===== config.mk =====
export PLATFORM = sky130hd
export DESIGN_NAME = speck64_128_block_decrypt_top
export DESIGN_NICKNAME = d
export VERILOG_FILES = /design/src/sv/spk_pkg.sv /design/src/sv/spk_key_cell.sv /design/src/sv/spk_round_unit.sv /design/src/sv/speck64_128_block_decrypt_top.sv
export SDC_FILE = /design/constraint.sdc
export NUM_CORES = 1
export LEC_CHECK = 0
export ABC_AREA = 1
export BUFFER_PORTS_ARGS = -buffer_cell sky130_fd_sc_hd__buf_2
export CAP_MARGIN = 20
export CORE_MARGIN = 1.5
export CORE_UTILIZATION = 43
export CTS_CLUSTER_DIAMETER = 100
export CTS_CLUSTER_SIZE = 24
export DETAILED_ROUTE_END_ITERATION = 8
export GPL_TIMING_DRIVEN = 1
export SYNTH_ARGS = -nofsm -noshare
export SYNTH_HDL_FRONTEND = slang
export SYNTH_SLANG_ARGS = --single-unit
export TNS_END_PERCENT = 1

===== constraint.sdc =====
create_clock -name clk_i -period 2.4 [get_ports clk_i]
set_input_delay 0.24 -clock clk_i [delete_from_list [all_inputs] [get_ports clk_i]]
set_output_delay 0.24 -clock clk_i [all_outputs]
set_load 0.05 [all_outputs]

===== src/sv/spk_pkg.sv =====
package spk_pkg;

  localparam int unsigned WORD_W        = 32;
  localparam int unsigned IDX_W         = 5;
  localparam int unsigned KEY_SLOTS     = 27;
  localparam int unsigned ROUND_COUNT_D = 27;

  localparam logic CMD_LOAD    = 1'b0;
  localparam logic CMD_DECRYPT = 1'b1;

  // control for one key cell
  typedef struct packed {
    logic wr;     // write key_word into this cell
    logic shift;  // take the neighbor's key
  } key_ctl_t;

  // control for the round datapath
  typedef struct packed {
    logic load;   // capture ciphertext words
    logic step;   // run one round
  } rnd_ctl_t;

endpackage


===== src/sv/spk_key_cell.sv =====
module spk_key_cell (
  input  logic                         clk_i,
  input  spk_pkg::key_ctl_t            ctl_i,
  input  logic [spk_pkg::WORD_W-1:0]   wr_key_i,
  input  logic [spk_pkg::WORD_W-1:0]   prev_key_i,
  output logic [spk_pkg::WORD_W-1:0]   key_o
);

  logic [spk_pkg::WORD_W-1:0] key_q, key_d;

  always_comb begin
    key_d = key_q;
    if (ctl_i.wr) begin
      key_d = wr_key_i;
    end else if (ctl_i.shift) begin
      key_d = prev_key_i;
    end
  end

  always_ff @(posedge clk_i) begin
    key_q <= key_d;
  end

  assign key_o = key_q;

endmodule


===== src/sv/spk_round_unit.sv =====
module spk_round_unit (
  input  logic                         clk_i,
  input  spk_pkg::rnd_ctl_t            ctl_i,
  input  logic [spk_pkg::WORD_W-1:0]   ct_low_i,
  input  logic [spk_pkg::WORD_W-1:0]   ct_high_i,
  input  logic [spk_pkg::WORD_W-1:0]   rkey_i,
  output logic [spk_pkg::WORD_W-1:0]   y_o,
  output logic [spk_pkg::WORD_W-1:0]   x_o
);

  logic [spk_pkg::WORD_W-1:0] y_q, y_d, x_q, x_d;
  logic [spk_pkg::WORD_W-1:0] y_mix, y_rnd, x_diff, x_rnd;

  always_comb begin
    y_mix  = y_q ^ x_q;
    y_rnd  = {y_mix[2:0], y_mix[spk_pkg::WORD_W-1:3]};
    x_diff = (x_q ^ rkey_i) - y_rnd;
    x_rnd  = {x_diff[spk_pkg::WORD_W-9:0], x_diff[spk_pkg::WORD_W-1:spk_pkg::WORD_W-8]};
  end

  always_comb begin
    y_d = y_q;
    x_d = x_q;
    if (ctl_i.load) begin
      y_d = ct_low_i;
      x_d = ct_high_i;
    end else if (ctl_i.step) begin
      y_d = y_rnd;
      x_d = x_rnd;
    end
  end

  always_ff @(posedge clk_i) begin
    y_q <= y_d;
    x_q <= x_d;
  end

  assign y_o = y_q;
  assign x_o = x_q;

endmodule


===== src/sv/speck64_128_block_decrypt_top.sv =====
// channel   | handshake          | payload
// ----------+--------------------+--------------------------------------------------
// request   | start / busy       | cmd_i, key_index_i, key_word_i, block_low_i/high_i
// result    | done_o (1 cycle)   | plain_low_o, plain_high_o
//
// A decrypt holds busy from the accepting edge through the last round, one round per
// clock, the round keys circulating through a ring of ROUND_COUNT key cells. done_o
// follows for one cycle with busy already low, so the next request can be taken then.
// A key load gives no result.
// Reset clears the control only; round keys are undefined until loaded.
// The result stays on the ports until the next decrypt is accepted; the receiver cannot stall it.
module speck64_128_block_decrypt_top #(
  parameter int unsigned ROUND_COUNT = spk_pkg::ROUND_COUNT_D
) (
  input  logic                         clk_i,
  input  logic                         rst_ni,
  input  logic                         start,
  output logic                         busy,
  input  logic                         cmd_i,
  input  logic [spk_pkg::IDX_W-1:0]    key_index_i,
  input  logic [spk_pkg::WORD_W-1:0]   key_word_i,
  input  logic [spk_pkg::WORD_W-1:0]   block_low_i,
  input  logic [spk_pkg::WORD_W-1:0]   block_high_i,
  output logic                         done_o,
  output logic [spk_pkg::WORD_W-1:0]   plain_low_o,
  output logic [spk_pkg::WORD_W-1:0]   plain_high_o
);

  localparam int unsigned CNT_W = (ROUND_COUNT > 1) ? $clog2(ROUND_COUNT) : 1;

  logic             busy_q, busy_d;
  logic             done_q, done_d;
  logic [CNT_W-1:0] cnt_q, cnt_d;
  logic             accept, last_round;

  logic [spk_pkg::WORD_W-1:0] ring_key [ROUND_COUNT];
  spk_pkg::rnd_ctl_t          rnd_ctl;

  assign accept     = start && !busy_q;
  assign last_round = (cnt_q == CNT_W'(ROUND_COUNT - 1));

  always_comb begin
    busy_d = busy_q;
    done_d = 1'b0;
    cnt_d  = cnt_q;
    if (busy_q) begin
      cnt_d = cnt_q + 1'b1;
      if (last_round) begin
        busy_d = 1'b0;
        done_d = 1'b1;
      end
    end else if (accept && (cmd_i == spk_pkg::CMD_DECRYPT)) begin
      busy_d = 1'b1;
      cnt_d  = '0;
    end
  end

  always_ff @(posedge clk_i or negedge rst_ni) begin
    if (!rst_ni) begin
      busy_q <= 1'b0;
      done_q <= 1'b0;
      cnt_q  <= '0;
    end else begin
      busy_q <= busy_d;
      done_q <= done_d;
      cnt_q  <= cnt_d;
    end
  end

  // Ring of key cells: cell i holds k[i] at rest. While busy the ring rotates up by
  // one each round, so the top cell shows k[N-1] .. k[0] and the ring is home again
  // after the last round. Slots at or above ROUND_COUNT are never read, so loads
  // there are dropped.
  for (genvar i = 0; i < ROUND_COUNT; i++) begin : g_cell
    spk_pkg::key_ctl_t ctl;
    assign ctl.wr    = accept && (cmd_i == spk_pkg::CMD_LOAD)
                       && (key_index_i == spk_pkg::IDX_W'(i));
    assign ctl.shift = busy_q;

    spk_key_cell u_cell (
      .clk_i      (clk_i),
      .ctl_i      (ctl),
      .wr_key_i   (key_word_i),
      .prev_key_i (ring_key[(i == 0) ? ROUND_COUNT - 1 : i - 1]),
      .key_o      (ring_key[i])
    );
  end

  assign rnd_ctl.load = accept && (cmd_i == spk_pkg::CMD_DECRYPT);
  assign rnd_ctl.step = busy_q;

  spk_round_unit u_round (
    .clk_i     (clk_i),
    .ctl_i     (rnd_ctl),
    .ct_low_i  (block_low_i),
    .ct_high_i (block_high_i),
    .rkey_i    (ring_key[ROUND_COUNT-1]),
    .y_o       (plain_low_o),
    .x_o       (plain_high_o)
  );

  assign busy   = busy_q;
  assign done_o = done_q;

endmodule


==> flow_metrics.py <==
metrics = {
    "power": {
        "max-vdd-ir-drop_mv": 0.989,
        "leakage_nw": 20.0,
        "total_power_mw": 81.5,
        "powerDensity_mw_per_mm2": 1720,
    },
    "logic_synthesis": {
        "synth_ff_type": "edfxtp_1",
        "synth_top_area_frac": 0.680,
        "synth_cell_types": 31,
        "postSynth.asyncResetShare": 0.00749,
        "syn_area_per_cell_sq_um": 10.7,
        "synth_edf_count": 928,
        "yosysSeqAreaShare": 0.684,
        "syn-num-nets": 3967,
        "synth_area_sq_mm": 0.0410,
        "ys_ff_latch": 935,
        "synth.largest_area_cell": "edfxtp_1",
        "synth_most_common_cell": "nand2_1",
        "synthTopCellsByCount": "1233 x nand2_1, 928 x edfxtp_1, 783 x o21ai_0, 201 x clkbuf_1, 191 x inv_1",
        "synth_area_leaders": "edfxtp_1 68%, nand2_1 11%, o21ai_0 9.6%, clkbuf_1 1.8%, inv_1 1.7%",
        "synth_warnings": 0,
        "synth_cells": 3828,
    },
    "route": {
        "wirelength_um": 109000,
        "drt-initial-drc-count": 2754,
        "drc_errors": 0,
        "avgRoutedWirePerCell_um": 20.3,
        "detail-route-antenna-nets": 0,
        "avgViaCountPerCell": 5.24,
        "vias": 28186,
        "drt_pass1_iterations": 5,
    },
    "worst_setup_path": {
        "worstPathCellList": "xor2_1 > inv_1 > ha_4 > nand2_1 > nand2_1 > nand2_1 > buf_4 > nand2_1 > nand2_1 > nand3_2 > nand3_1 > nand2_1 > nand2_1 > nand3_1 > nand2_1",
        "cp_common_cell": "nand2_1",
        "path_class": "flop to flop",
        "crit_fanout": 5,
        "regToRegSetupSlack_ns": 0.009,
        "cp_num_buf_inv": 2,
        "cpLargestDelayFamily": "simple AND/OR/NAND/NOR gates",
        "cp.arrival_ns": 2.79,
        "start_kind": "flop",
        "crit_path_top_delay_cell": "edfxtp_1",
        "reg2reg_depth": 15,
        "endpoint_kind": "flop",
        "worst_path_largest_cell_delay_ns": 0.47,
        "worstPathRequired_ns": 2.80,
        "rr_startpoint": "u_round.x_o[5]",
        "timing.rr.end": "u_round.x_o[25]",
    },
    "sta": {
        "finalSetupTns_ns": 0,
        "finalMaxSlewViolations": 0,
        "fin_worst_skew_ns": 0.0288,
        "min_period_ns": 2.39,
        "fmax_mhz": 418,
        "hold_viol": 0,
        "rsz0062_at_grt": "true",
        "slew_headroom": 0.497,
        "fin_ws_ns": 0.00938,
        "setup_viol": 0,
        "period_share": 0.996,
        "tightest_slew_ns": 0.753,
    },
    "grt": {
        "antenna_found_initial": 7,
        "grt_util_met2": 0.354,
        "grt_pass1_vias": 26427,
        "use_met1": 0.326,
        "grt_max_degree": 75,
        "grt_pass1_wl_um": 164000,
        "met3_usage": 0.0248,
        "grt_overflow_total": 0,
        "grt_usage": 0.221,
        "grt-busiest-layer": "met2",
    },
    "clock_network": {
        "h-tree-depth": 2,
        "ctsLongestPathBuffers": 3,
        "ctsRootBufferMaster": "clkbuf_16",
        "tritoncts": "yes",
        "insertion_delay_ns": 0.64,
        "clk_pin_slew_worst_paths_ns": 0.10,
        "cts.sinks": 935,
        "cts_buffers": 47,
    },
    "floorplanning": {
        "start_util": 0.433,
        "core_sq_mm": 0.0947,
        "die-area_sq_mm": 0.0972,
        "row_count": 113,
        "io_pins": 171,
        "die_x_um": 312,
        "die_y_um": 312,
    },
    "placement": {
        "gp_congestion": 0.915,
        "dp_hpwl_um": 70300,
        "port-buffer-count": 170,
        "dpl_worst_slack_ns": -0.361,
        "placed_cell_area_sq_mm": 0.0447,
    },
    "min_path": {
        "hold_path_startpoint": "block_high_i[2]",
        "hold_class": "primary input to flop",
        "holdPathEnd": "u_round.x_o[2]",
        "min_delay_path_depth": 3,
    },
    "run_status": {
        "status": "completed",
    },
    "run": {
        "cap_violations": 0,
    },
    "final_layout": {
        "num-fill-cells": 8494,
        "register_area_sq_mm": 0.0280,
        "design_area_sq_mm": 0.0474,
        "drive_gt1_frac": 0.151,
        "area_growth_pct": 15.7,
        "multi_input_area_sq_mm": 0.0118,
        "nNetsFinal": 4234,
    },
}
## layout by cell type, fill, tap and decap left out, drive strengths merged
cell type    netlist  layout
nand3             65      65
and2               1       1
nor3               5       5
fa                 1       1
ha                33      33
clkbuf           201      60
a21oi             24      24
o21ai            908     908
inv              192     197
o21bai             3       3
o211ai             1       1
edfxtp           928     928
clkinv             1       4
xnor2              8       8
xor2              63      63
nand4             10      10
buf               70     424
dfrtp              7       7
dlygate4sd3        0      65
diode              0       3
nand3b             3       3
clkinvlp           0       1
or2                6       6
o22ai              2       2
nand2           1233    1233
nor2              62      62
a21o               1       1
## state kept, by name (all words and copies together), names as in the netlist
signal / count
g_cell.u_cell.key_o: 864
u_round.x_o: 32
u_round.y_o: 32
cnt_q: 5
busy: 1
done_o: 1
## cell type report
class                           instances  share of cell area
Clock inverter                          9             0.00251
Sequential cell                       935               0.591
Inverter                              193              0.0153
Clock buffer                           60              0.0258
Multi-Input combinational cell       2429               0.249
Tap cell                             1265              0.0334
Timing Repair Buffer                  489              0.0825
Antenna cell                            3            0.000158
## how the worst max path moves through the flow
stage                                     start               to  slack, ns  cells past startpoint
detailed placement               u_round.x_o[3]  u_round.x_o[16]      -0.36                     10
global route                     u_round.x_o[7]  u_round.x_o[25]      -0.08                     13
CTS                 g_cell[26].u_cell.key_o[15]  u_round.x_o[24]      -0.07                     11
finish                           u_round.x_o[5]  u_round.x_o[25]      0.009                     15
global placement                 u_round.x_o[3]  u_round.x_o[16]      -0.31                     10
floorplan                        u_round.x_o[3]   u_round.x_o[4]      -0.17                     12
## routing by layer
metal  vias to the layer above  wire (um)
met5                         -          0
met4                         0       1980
met3                       111       6660
met2                       783      50600
met1                     13657      50200
li1                      13635          -
## cell families after synthesis
kind of cell               Yosys count  synth area share
AOI/OAI and AO/OA                  939             0.115
xor gates and xnor gates            71            0.0152
adders and majority gates           34            0.0106
buffers and inverters              464            0.0444
DFF                                935             0.684
and+or+nand+nor                   1385             0.131
## worst reg2reg max path, delay by kind of cell (launching register included)
kind,cells,cell delay (ns)
xor gates and xnor gates,1,0.19
adders and majority gates,1,0.31
buffers and inverters,2,0.24
DFF,1,0.47
and+or+nand+nor,11,0.93
## power by group
part	internal, mW	total (mW)	switching, mW
clock network	3.71	8.91	5.20
registers	31.1	34.4	3.30
logic	14.6	38.2	23.6
## timing repair
item,in CTS,in global routing
buffers inserted,1,18
pin swaps,3,15
setup endpoints to repair,20,28
endpoints found under the hold margin,70,0
hold buffers,65,0
gates resized for setup,17,113
## stage by stage
stage / util / hold slack (ns) / std cells
detailed placement: 0.472 / 0.0835 / 5227
floorplan: - / -0.0556 / 3828
CTS: 0.494 / 0.00419 / 5362
finish: 0.501 / 0.0454 / 5383
global placement: 0.472 / 0.0811 / 5227
global route: 0.501 / 0.0154 / 5381
Note: power is estimated with default switching activity, not from simulation.
